<file path="src/hw/rtl/cbbp_pkg.sv">
`timescale 1ns / 1ps
package cbbp_pkg;

    localparam int MAX_BLOBS  = 10;
    localparam int MSG_BYTES  = 16;
    localparam int SUM_WORDS  = 5;

    localparam int LEN_W   = $clog2(MSG_BYTES + 1);
    localparam int BIDX_W  = $clog2(MSG_BYTES);
    localparam int WIDX_W  = $clog2(MSG_BYTES / 2);
    localparam int CNT_W   = 4;
    localparam int IDX_W   = 4;
    localparam int K_W     = $clog2(SUM_WORDS);
    localparam int BLOB_DEPTH = 2 * MAX_BLOBS;
    localparam int ADDR_W  = $clog2(BLOB_DEPTH);
    localparam int BLOB_W  = 64;

    localparam logic [7:0] SYNC_LO = 8'h55;
    localparam logic [7:0] SYNC_HI = 8'hAA;

    localparam logic [LEN_W-1:0] BLOCK_LEN = LEN_W'(14);
    localparam logic [LEN_W-1:0] FRAME_LEN = LEN_W'(16);

    // word indices (byte position / 2)
    localparam logic [WIDX_W-1:0] BLOCK_CSUM_WORD = WIDX_W'(1);
    localparam logic [WIDX_W-1:0] FRAME_CSUM_WORD = WIDX_W'(2);
    localparam logic [WIDX_W-1:0] BLOCK_SUM_FIRST = WIDX_W'(2);
    localparam logic [WIDX_W-1:0] FRAME_SUM_FIRST = WIDX_W'(3);

    typedef enum logic [2:0] {
        ST_IDLE,
        ST_CHECK,
        ST_SUM,
        ST_DECIDE,
        ST_READ
    } t_state;

    typedef struct packed {
        logic append;
        logic drop;
        logic clear;
    } t_msg_cmd;

    typedef struct packed {
        logic clear;
        logic add;
    } t_sum_cmd;

    typedef struct packed {
        logic publish;
        logic store;
    } t_store_cmd;

endpackage

</file>
<file path="src/hw/rtl/cbbp_msg.sv">
`timescale 1ns / 1ps
module cbbp_msg import cbbp_pkg::*; (
    input  logic                  i_clk,
    input  logic                  i_rst_n,
    input  t_msg_cmd              i_cmd,
    input  logic [7:0]            i_byte,
    input  logic [WIDX_W-1:0]     i_word_idx,
    input  logic                  i_frame,
    output logic [LEN_W-1:0]      o_len,
    output logic [3:0][7:0]       o_head,
    output logic [15:0]           o_word,
    output logic [BLOB_W-1:0]     o_blob
);

    logic [MSG_BYTES-1:0][7:0] r_bytes;
    logic [LEN_W-1:0]          r_len;
    logic [BIDX_W-1:0]         wr_idx;

    // length guard: a full message restarts at byte zero
    assign wr_idx = (r_len >= LEN_W'(MSG_BYTES)) ? '0 : r_len[BIDX_W-1:0];

    always_ff @(posedge i_clk) begin
        if (!i_rst_n) begin
            r_len <= '0;
        end else if (i_cmd.append) begin
            r_len <= LEN_W'(wr_idx) + LEN_W'(1);
        end else if (i_cmd.drop) begin
            r_len <= r_len - LEN_W'(1);
        end else if (i_cmd.clear) begin
            r_len <= '0;
        end
    end

    always_ff @(posedge i_clk) begin
        if (i_cmd.append) begin
            r_bytes[wr_idx] <= i_byte;
        end else if (i_cmd.drop) begin
            r_bytes <= {r_bytes[MSG_BYTES-1], r_bytes[MSG_BYTES-1:1]};
        end
    end

    assign o_len  = r_len;
    assign o_head = r_bytes[3:0];
    assign o_word = r_bytes[{i_word_idx, 1'b0} +: 2];
    assign o_blob = i_frame ? r_bytes[15:8] : r_bytes[13:6];

endmodule

</file>
<file path="src/hw/rtl/cbbp_sum.sv">
`timescale 1ns / 1ps
module cbbp_sum import cbbp_pkg::*; (
    input  logic        i_clk,
    input  logic        i_rst_n,
    input  t_sum_cmd    i_cmd,
    input  logic [15:0] i_word,
    output logic [15:0] o_acc
);

    logic [15:0] r_acc;

    always_ff @(posedge i_clk) begin
        if (!i_rst_n) begin
            r_acc <= '0;
        end else if (i_cmd.clear) begin
            r_acc <= '0;
        end else if (i_cmd.add) begin
            r_acc <= r_acc + i_word;
        end
    end

    assign o_acc = r_acc;

endmodule

</file>
<file path="src/hw/rtl/cbbp_store.sv">
`timescale 1ns / 1ps
module cbbp_store import cbbp_pkg::*; (
    input  logic              i_clk,
    input  logic              i_rst_n,
    input  t_store_cmd        i_cmd,
    input  logic [BLOB_W-1:0] i_blob,
    input  logic              i_rd_en,
    input  logic [IDX_W-1:0]  i_rd_idx,
    output logic [BLOB_W-1:0] o_rd_blob,
    output logic [CNT_W-1:0]  o_wr_cnt,
    output logic [CNT_W-1:0]  o_pub_cnt
);

    logic [BLOB_W-1:0]           r_mem [BLOB_DEPTH];
    logic [BLOB_W-1:0]           r_rd_blob;
    logic                        r_ws;
    logic [1:0][CNT_W-1:0]       r_counts;
    logic                        n_ws;
    logic [1:0][CNT_W-1:0]       n_counts;
    logic                        ws_eff;
    logic [CNT_W-1:0]            cnt_eff;
    logic                        wr_ok;
    logic [ADDR_W-1:0]           wr_addr;
    logic [ADDR_W-1:0]           rd_addr;

    always_comb begin
        ws_eff   = r_ws ^ i_cmd.publish;
        cnt_eff  = i_cmd.publish ? '0 : r_counts[r_ws];
        wr_ok    = i_cmd.store && (cnt_eff < CNT_W'(MAX_BLOBS));
        wr_addr  = (ws_eff ? ADDR_W'(MAX_BLOBS) : '0) + ADDR_W'(cnt_eff);
        rd_addr  = (r_ws ? '0 : ADDR_W'(MAX_BLOBS)) + ADDR_W'(i_rd_idx);
        n_ws     = ws_eff;
        n_counts = r_counts;
        if (i_cmd.publish) begin
            n_counts[ws_eff] = '0;
        end
        if (wr_ok) begin
            n_counts[ws_eff] = cnt_eff + CNT_W'(1);
        end
    end

    always_ff @(posedge i_clk) begin
        if (!i_rst_n) begin
            r_ws     <= 1'b0;
            r_counts <= '0;
        end else begin
            r_ws     <= n_ws;
            r_counts <= n_counts;
        end
    end

    always_ff @(posedge i_clk) begin
        if (wr_ok) begin
            r_mem[wr_addr] <= i_blob;
        end
        if (i_rd_en) begin
            r_rd_blob <= r_mem[rd_addr];
        end
    end

    assign o_rd_blob = r_rd_blob;
    assign o_wr_cnt  = r_counts[r_ws];
    assign o_pub_cnt = r_counts[~r_ws];

endmodule

</file>
<file path="src/hw/rtl/camera_blob_block_parser.sv">
`timescale 1ns / 1ps
// Channel   Handshake             Beat
// in        i_valid / o_ready     i_mode, i_rx_byte, i_read_index
// out       o_valid / i_ready     o_blob_found, o_pos_x, o_pos_y,
//                                 o_blob_width, o_blob_height, o_published_count
//
// A byte beat passes ST_CHECK, then ST_SUM and ST_DECIDE once a message is
// long enough to check: one 16-bit adder sums the five checksum words, one
// word per cycle. A read beat passes ST_READ and the registered blob memory,
// and a read result sits in the output register until taken; o_ready stays low
// while it waits. Synchronous active-low reset empties the message and
// both frame sides; no clearing pass is needed.
module camera_blob_block_parser import cbbp_pkg::*; (
    input  logic              i_clk,
    input  logic              i_rst_n,
    input  logic              i_valid,
    output logic              o_ready,
    input  logic              i_mode,
    input  logic [7:0]        i_rx_byte,
    input  logic [IDX_W-1:0]  i_read_index,
    output logic              o_valid,
    input  logic              i_ready,
    output logic              o_blob_found,
    output logic [15:0]       o_pos_x,
    output logic [15:0]       o_pos_y,
    output logic [15:0]       o_blob_width,
    output logic [15:0]       o_blob_height,
    output logic [CNT_W-1:0]  o_published_count
);

    t_state            r_state, n_state;
    logic [K_W-1:0]    r_k;
    logic              r_frame;
    logic              r_out_valid;
    logic              r_found;
    logic [CNT_W-1:0]  r_cnt;
    logic [BLOB_W-1:0] r_blob;

    t_msg_cmd          msg_cmd;
    t_sum_cmd          sum_cmd;
    t_store_cmd        store_cmd;
    logic [LEN_W-1:0]  msg_len;
    logic [3:0][7:0]   msg_head;
    logic [15:0]       msg_word;
    logic [BLOB_W-1:0] msg_blob;
    logic [WIDX_W-1:0] word_idx;
    logic [15:0]       acc;
    logic [BLOB_W-1:0] rd_blob;
    logic [CNT_W-1:0]  wr_cnt;
    logic [CNT_W-1:0]  pub_cnt;
    logic              accept;
    logic              rd_en;
    logic              found;
    logic              bad_sync;
    logic              is_frame;
    logic              start_sum;
    logic              bad_publish;

    assign o_ready = (r_state == ST_IDLE) && !r_out_valid;
    assign accept  = i_valid && o_ready;
    assign found   = i_read_index < pub_cnt;

    assign bad_sync = (msg_head[0] != SYNC_LO) ||
                      ((msg_len >= LEN_W'(2)) && (msg_head[1] != SYNC_HI));
    assign is_frame = (msg_head[2] == SYNC_LO) && (msg_head[3] == SYNC_HI);
    assign bad_publish = (wr_cnt != '0) && (wr_cnt < CNT_W'(MAX_BLOBS));

    always_comb begin
        n_state   = r_state;
        msg_cmd   = '0;
        sum_cmd   = '0;
        store_cmd = '0;
        rd_en     = 1'b0;
        start_sum = 1'b0;
        word_idx  = (r_frame ? FRAME_SUM_FIRST : BLOCK_SUM_FIRST) + WIDX_W'(r_k);
        case (r_state)
            ST_IDLE: begin
                if (accept) begin
                    if (i_mode) begin
                        rd_en   = found;
                        n_state = ST_READ;
                    end else begin
                        msg_cmd.append = 1'b1;
                        n_state        = ST_CHECK;
                    end
                end
            end
            ST_CHECK: begin
                n_state = ST_IDLE;
                if (bad_sync) begin
                    msg_cmd.drop      = 1'b1;
                    store_cmd.publish = bad_publish;
                end else if (msg_len >= BLOCK_LEN &&
                             (!is_frame || msg_len >= FRAME_LEN)) begin
                    sum_cmd.clear = 1'b1;
                    start_sum     = 1'b1;
                    n_state       = ST_SUM;
                end
            end
            ST_SUM: begin
                sum_cmd.add = 1'b1;
                if (r_k == K_W'(SUM_WORDS - 1)) begin
                    n_state = ST_DECIDE;
                end
            end
            ST_DECIDE: begin
                word_idx = r_frame ? FRAME_CSUM_WORD : BLOCK_CSUM_WORD;
                n_state  = ST_IDLE;
                if (acc == msg_word) begin
                    store_cmd.publish = r_frame && (wr_cnt != '0);
                    store_cmd.store   = 1'b1;
                    msg_cmd.clear     = 1'b1;
                end else begin
                    msg_cmd.drop      = 1'b1;
                    store_cmd.publish = bad_publish;
                end
            end
            ST_READ: begin
                n_state = ST_IDLE;
            end
            default: begin
                n_state = ST_IDLE;
            end
        endcase
    end

    always_ff @(posedge i_clk) begin
        if (!i_rst_n) begin
            r_state     <= ST_IDLE;
            r_out_valid <= 1'b0;
        end else begin
            r_state <= n_state;
            if (r_state == ST_READ) begin
                r_out_valid <= 1'b1;
            end else if (r_out_valid && i_ready) begin
                r_out_valid <= 1'b0;
            end
        end
    end

    always_ff @(posedge i_clk) begin
        if (start_sum) begin
            r_k     <= '0;
            r_frame <= is_frame;
        end else if (r_state == ST_SUM) begin
            r_k <= r_k + K_W'(1);
        end
        if (accept && i_mode) begin
            r_found <= found;
            r_cnt   <= pub_cnt;
        end
        if (r_state == ST_READ) begin
            r_blob <= r_found ? rd_blob : '0;
        end
    end

    cbbp_msg u_msg (
        .i_clk      (i_clk),
        .i_rst_n    (i_rst_n),
        .i_cmd      (msg_cmd),
        .i_byte     (i_rx_byte),
        .i_word_idx (word_idx),
        .i_frame    (r_frame),
        .o_len      (msg_len),
        .o_head     (msg_head),
        .o_word     (msg_word),
        .o_blob     (msg_blob)
    );

    cbbp_sum u_sum (
        .i_clk   (i_clk),
        .i_rst_n (i_rst_n),
        .i_cmd   (sum_cmd),
        .i_word  (msg_word),
        .o_acc   (acc)
    );

    cbbp_store u_store (
        .i_clk     (i_clk),
        .i_rst_n   (i_rst_n),
        .i_cmd     (store_cmd),
        .i_blob    (msg_blob),
        .i_rd_en   (rd_en),
        .i_rd_idx  (i_read_index),
        .o_rd_blob (rd_blob),
        .o_wr_cnt  (wr_cnt),
        .o_pub_cnt (pub_cnt)
    );

    assign o_valid           = r_out_valid;
    assign o_blob_found      = r_found;
    assign o_pos_x           = r_blob[15:0];
    assign o_pos_y           = r_blob[31:16];
    assign o_blob_width      = r_blob[47:32];
    assign o_blob_height     = r_blob[63:48];
    assign o_published_count = r_cnt;

endmodule
</file>
<file path="config.mk">
export PLATFORM = sky130hd
export DESIGN_NAME = camera_blob_block_parser
export DESIGN_NICKNAME = d
export VERILOG_FILES = /design/src/hw/rtl/cbbp_pkg.sv /design/src/hw/rtl/cbbp_msg.sv /design/src/hw/rtl/cbbp_sum.sv /design/src/hw/rtl/cbbp_store.sv /design/src/hw/rtl/camera_blob_block_parser.sv
export SDC_FILE = /design/constraint.sdc
export NUM_CORES = 2
export LEC_CHECK = 0
export BUFFER_PORTS_ARGS = -buffer_cell sky130_fd_sc_hd__buf_2
export CORE_ASPECT_RATIO = 1.75
export CORE_MARGIN = 2
export CORE_UTILIZATION = 30
export CTS_CLUSTER_DIAMETER = 80
export CTS_CLUSTER_SIZE = 25
export DETAILED_ROUTE_END_ITERATION = 12
export PLACE_DENSITY = 0.45
export SLEW_MARGIN = 40
export SYNTH_ARGS = -nofsm -noshare
export SYNTH_HDL_FRONTEND = slang
export SYNTH_SLANG_ARGS = --single-unit
</file>
<file path="constraint.sdc">
create_clock -name i_clk -period 21.1 [get_ports i_clk]
set_input_delay 1.055 -clock i_clk [delete_from_list [all_inputs] [get_ports i_clk]]
set_output_delay 1.055 -clock i_clk [all_outputs]
set_load 0.05 [all_outputs]
</file>
# == Word level (Yosys, flattened, before mapping) ==
# Memory sizes are Yosys's and may differ from the RTL's. A register that Yosys moved wholly into a read port is not among the register bits.
# Index checks and enable logic that the tools add are counted.
# classes
n_lt_le_gt_ge,12
reduce_logical,23
n_eq_ne,12
addsub,8
n_bitwise,5
shifts,8
mux,53
# ops
op,n
$bwmux 128,1
$mux 128,1
$shiftx 16x5->2,8
$mux 120,1
$mux 64,1
$mux 4,9
$demux 8 s4,1
$mux 8,3
$mux 1,21
$add 16x16->16,1
$eq 16x16->1,1
$mux 5,3
$logic_and 1x1->1,12
$mux 3,4
$add 5x4->5,2
$pmux 3 s3,1
$and 8x8->8,1
$bwmux 8,1
$eq 8x7->1 const B,1
$eq 8x8->1 const B,1
$lt 4x4->1 const B,2
$ne 8x7->1 const B,1
$ne 8x8->1 const B,1
$not 8->8,1
other kinds (30),42
# word_totals
in_bits,17
memories,1
word_cells,150
mem_bits_rw,1280
reg_bits,235
output_inout_bits,71
# mem_list
memory,depth,width,rd,rd_clocked_by_memory_dff,wr,line,rtl
u_store.r_mem,20,64,1,1,1,cbbp_store.sv:14,logic [BLOB_W-1:0] r_mem [BLOB_DEPTH];

# == Depth between registers and ports, before layout ==
# logic_depth
word_depth,17
ltp_mapped,27

# == Modules after synthesis ==
# From an unflattened synthesis, not the netlist that was laid out.
# hier_totals
hier_cells,3127
hier_area_um2,63835.0
# modules_own_cells
mod,area_per_inst_um2,instances,cells_per_inst
cbbp_store,51334.2,1,2171
cbbp_msg,7756.2,1,550
camera_blob_block_parser,3399.5,1,245
cbbp_sum,1345.0,1,161

# == Least setup slack after synthesis ==
# OpenSTA, ideal clock, no wires.
# synth_path
path_kind,register to register
start,reg r_state[1]
end,"mem u_store.r_mem[17][0], enable pin"
n_path_buf,6
setup_ns,0.667
setup_slack_ns,9.223
arrival_ns,11.210
stages_incl_launch_ff,25
period_less_slack_ns,11.877
cell_sequence,dfxtp_1 -> buf_6 -> nand3b_1 -> nor2_1 -> a21o_1 -> clkbuf_1 -> clkbuf_1 -> nand2_1 -> nand3_1 -> nand2_1 -> o21ai_0 -> ha_1 -> nor4_1 -> nand2_1 -> or2_2 -> a21o_1 -> a211o_1 -> buf_6 -> nor2_2 -> buf_4 -> xnor2_1 -> ha_1 -> ha_1 -> clkbuf_1 -> nor4b_1
# synth_via
elab_cells_between_ends,24
# synth_lines
element,line,rtl
start: declaration,camera_blob_block_parser.sv:31,"t_state r_state, n_state;"
start signal: assignment,camera_blob_block_parser.sv:132,r_state <= n_state;
$eq 3x2->1,camera_blob_block_parser.sv:76,case (r_state)
$mux 3,camera_blob_block_parser.sv:76,
$shiftx 16x5->2,cbbp_msg.sv:44,"assign o_word = r_bytes[{i_word_idx, 1'b0} +: 2];"
$eq 16x16->1,camera_blob_block_parser.sv:109,if (acc == msg_word) begin
$mux 1,camera_blob_block_parser.sv:109,
$pmux 1 s2 (*),camera_blob_block_parser.sv:76,
$xor 1x1->1 (*),cbbp_store.sv:27,ws_eff = r_ws ^ i_cmd.publish;
net u_store.n_ws,cbbp_store.sv:18,logic n_ws;
$mux 4 (*),cbbp_store.sv:30,wr_addr = (ws_eff ? ADDR_W'(MAX_BLOBS) : '0) + ADDR_W'(cnt_eff);
$add 5x4->5 (*),cbbp_store.sv:30,
end: declaration,cbbp_store.sv:14,
# The timed path passes the listed nets; every way through them passes the cells marked *.

# == Worst setup path in the final report ==
# layout_path
start,reg r_state[1]
end,"mem u_store.r_mem[8][48], enable pin"
# Same word-level chain as after synthesis.

==> metrics.md <==
| Metric | Value |
|---|---|
| Via/cell ratio | `between 5 and 6` |
| Reg2reg path depth | `21` |
| Most common cell after layout, fill and taps aside | `edfxtp_1` |
| Worst reg2reg setup slack | `12410 ps` |
| P_leak | `21.5 nW` |
| Vias in the first global route | `between 30000 and 40000` |
| Synth unique cells | `75` |
| Comb power frac | `between 8 and 9%` |
| Detailed-placement wirelength estimate | `around 110000 µm` |
| Final non-filler cell total | `roughly 6000` |
| Final worst slack | `roughly 12000 ps` |
| DR WL/cell | `roughly 30 µm` |
| Cell area after layout | `~70000 µm²` |
| Status | `finished clean` |
| Detailed Route WL | `180000 µm` |
| FF-to-FF End | `u_store.r_mem[8][48]` |
| Min-Delay Path Class | `register to register` |
| Top FF cell, synth | `edfxtp_1` |
| Syn nets | `roughly 3200` |
| Most frequent cells in the layout | `1542 x edfxtp_1, 386 x mux4_2, 171 x nand2_1, 134 x mux2_2, 121 x a22o_1` |
| Asr flop ratio synth | `0%` |
| Port bufs | `between 80 and 90` |
| Max-cap viol count | `0` |
| Hold Vio Cnt, Final | `0` |
| Num ports | `88` |
| Yosys warns | `0` |
| Worst-path clk slew | `about 100 ps` |
| Critical Path Start Type | `register` |
| Share of the synthesized area in the top cell type | `73.1%` |
| Seq/Total Area, Yosys | `74.3%` |
| Worst setup path startpoint | `r_state[1]` |
| GRT Total Usage | `16.8%` |
| Min Hold Slack | `approximately 470 ps` |
| DIE WIDTH | `between 300 and 400 µm` |
| Fraction of layout cells with a size suffix above 1 | `between 20% and 30%` |
| Avg Cell Area, Syn | `~20 µm²` |
| Max FO, Critical Path | `34` |
| Cells after Synth | `about 3100` |
| Top post-synthesis cells by area | `edfxtp_1 73%, mux4_2 14%, mux2_2 2.4%, a22o_1 1.7%, dfxtp_1 1.2%` |
| Largest net degree at the start of global routing | `87` |
| Resized cells post-CTS | `0` |
| First-pass GRT wire length | `between 200000 and 300000 µm` |
| Row cnt | `between 200 and 250` |
| Internal | `approximately 4.3 mW` |
| Peak VDD IR | `0.0583 mV` |
| Root Driver | `clkbuf_16` |
| Tcrit/Tclk final | `roughly 41%` |
| Final setup vio count | `0` |
| Die area | `approximately 210000 µm²` |
| Worst Clk Skew | `44.8 ps` |
| Power density cells | `roughly 81 nW/µm²` |
| CTS Sinks | `approximately 1600` |
| Setup bufs post-CTS | `0` |
| Die extent in y | `612 µm` |
| Area of the core | `roughly 210000 µm²` |
| Crit Path Class | `register to register` |
| Pwr Total | `5.62 mW` |
| Drt pass-1 iters | `5` |
| Critical Path Sink | `u_store.r_mem[8][48]` |
| Pre-CTS setup slack | `around 12000 ps` |
| Req. time, crit path | `around 21000 ps` |
| Synth Register Bits | `1579` |
| RSZ-0062 raised after global routing | `false` |
| DRT antenna net count | `0` |
| Post-synth EDFFs | `roughly 1500` |
| Worst hold path stage count | `2` |
| Drc violations | `0` |
| Reg power frac | `~61%` |
| Initial core utilization | `30.1%` |
| Clock share of power | `between 30% and 40%` |
| Hold_buf cts | `0` |
| Switching Fraction | `between 20% and 30%` |
| Antenna violations before repair | `5` |
| Finished Core Util | `between 30% and 40%` |
| CTS Buffer Depth | `3` |
| Overflow after GRT | `0` |
| H-tree Lvls | `3` |
| Reg-to-reg startpoint | `r_state[1]` |
| Setup TNS | `0 ps` |
| Area grow syn2layout | `10.3%` |
| Post-Place Cells | `a little under 6000` |
| Arrival @ worst endpoint | `roughly 9000 ps` |
| Mapped cell area | `63300 µm²` |
| CTS tree | `built` |
| Latest clock arrival within the worst-skew pair | `between 700 and 800 ps` |
| TritonCTS Buffers | `76` |
| RePlAce Congestion | `roughly 0.9` |
| Minimum clock period | `slightly below 9000 ps` |
| Dpl cell area | `67600 µm²` |
| Slew @ Worst Pin | `~870 ps` |
| Post-synth top area cell | `edfxtp_1` |
| Fmax | `roughly 120 MHz` |
| Iter 0 DRT Violations | `approximately 2400` |
| CP Capture Type | `register` |
| Net Sw Power | `1.30 mW` |
| Vias | `slightly above 30000` |
| Max Slew Vio Count | `0` |
| Fin nets | `around 3200` |
| Slew margin rel. | `between 40% and 50%` |
## worst max-delay path, stage by stage, from the launching register on
cell and delay, ps:
dfxtp_1 540, nand3b_1 480, a21oi_4 760, buf_4 450
nand2_1 100, nand3_1 90, nand2_1 70, o21ai_0 300
ha_1 380, nor4_1 340, nand2_1 150, or2_2 340
a21o_1 220, a211o_1 460, nor2_2 520, xnor2_1 160
ha_1 260, ha_1 470, nand4bb_1 380, nor2_4 600
buf_4 570, buf_4 540
## synth_stat cells, drive strengths merged (6+ instances only)
cell,count
nand3,94
a21o,11
nor2,54
a21oi,38
nor3,9
mux2i,11
nand4,7
edfxtp,1542
a211oi,8
dfxtp,37
nand2,174
a22o,121
buf,43
and3,6
o21ai,34
ha,34
and2,94
nand2b,22
mux2,135
xnor2,17
nor4,7
inv,19
clkbuf,155
mux4,386
nor4bb,6
## registers in the layout, indices dropped and copies added, names as in the netlist
signal and flops:
r_blob 64, u_msg.r_bytes 96, u_msg.o_head 32, u_store.o_rd_blob 64, o_valid 1, u_store.r_ws 1
o_blob_found 1, r_frame 1, r_state 3, u_msg.o_len 5, r_k 3, u_sum.o_acc 16
o_published_count 4, u_store.r_counts 8, u_store.r_mem 1280
## metal layers
| layer | wire [µm] | global-route usage (%) |
|---|---|---|
| met4 | 5960 | 5.25 |
| met3 | 5420 | 1.48 |
| met1 | 71100 | 20.5 |
| met5 | 19 | 0 |
| met2 | 97800 | 31.1 |
## worst min-delay path by stage
stage,from,to,slack (ps)
final,u_sum.o_acc[9],u_sum.o_acc[9],470
after global routing,u_sum.o_acc[12],u_sum.o_acc[12],490
after CTS,u_sum.o_acc[12],u_sum.o_acc[12],470
after detailed placement,u_sum.o_acc[12],u_sum.o_acc[12],450
after global placement,u_sum.o_acc[12],u_sum.o_acc[12],450
after floorplan,u_sum.o_acc[10],u_sum.o_acc[10],440
## power by group through the flow
stage                     combinational (mW)  sequential (mW)  clock [mW]
after global placement                 0.458             3.53           0
after floorplan                        0.299             3.53           0
after detailed placement               0.464             3.53           0
after CTS                              0.465             3.46        1.78
after global routing                   0.492             3.46        1.87
final                                  0.454             3.46        1.71
## cells by family after synthesis
kind of cell	count (synthesis)	synth area share (%)
XOR/XNOR	21	0.291
flip-flops	1579	74.3
buffers and inverters	218	1.35
AO/OA/AOI/OAI	250	2.98
adder cells (fa/ha/maj)	35	0.704
multiplexers	532	16.3
AND/OR/NAND/NOR	505	4.04
## final cells by class
type	count	area (µm²)
multi-input combinational	1343	15700
fill	19900	141000
tap	2812	3520
inverter	20	75.1
sequential	1579	47000
antenna	3	7.51
timing repair buffer	167	1280
clock buffer	94	2080
clock inverter	8	113
Power figures use the tool's default switching activity.
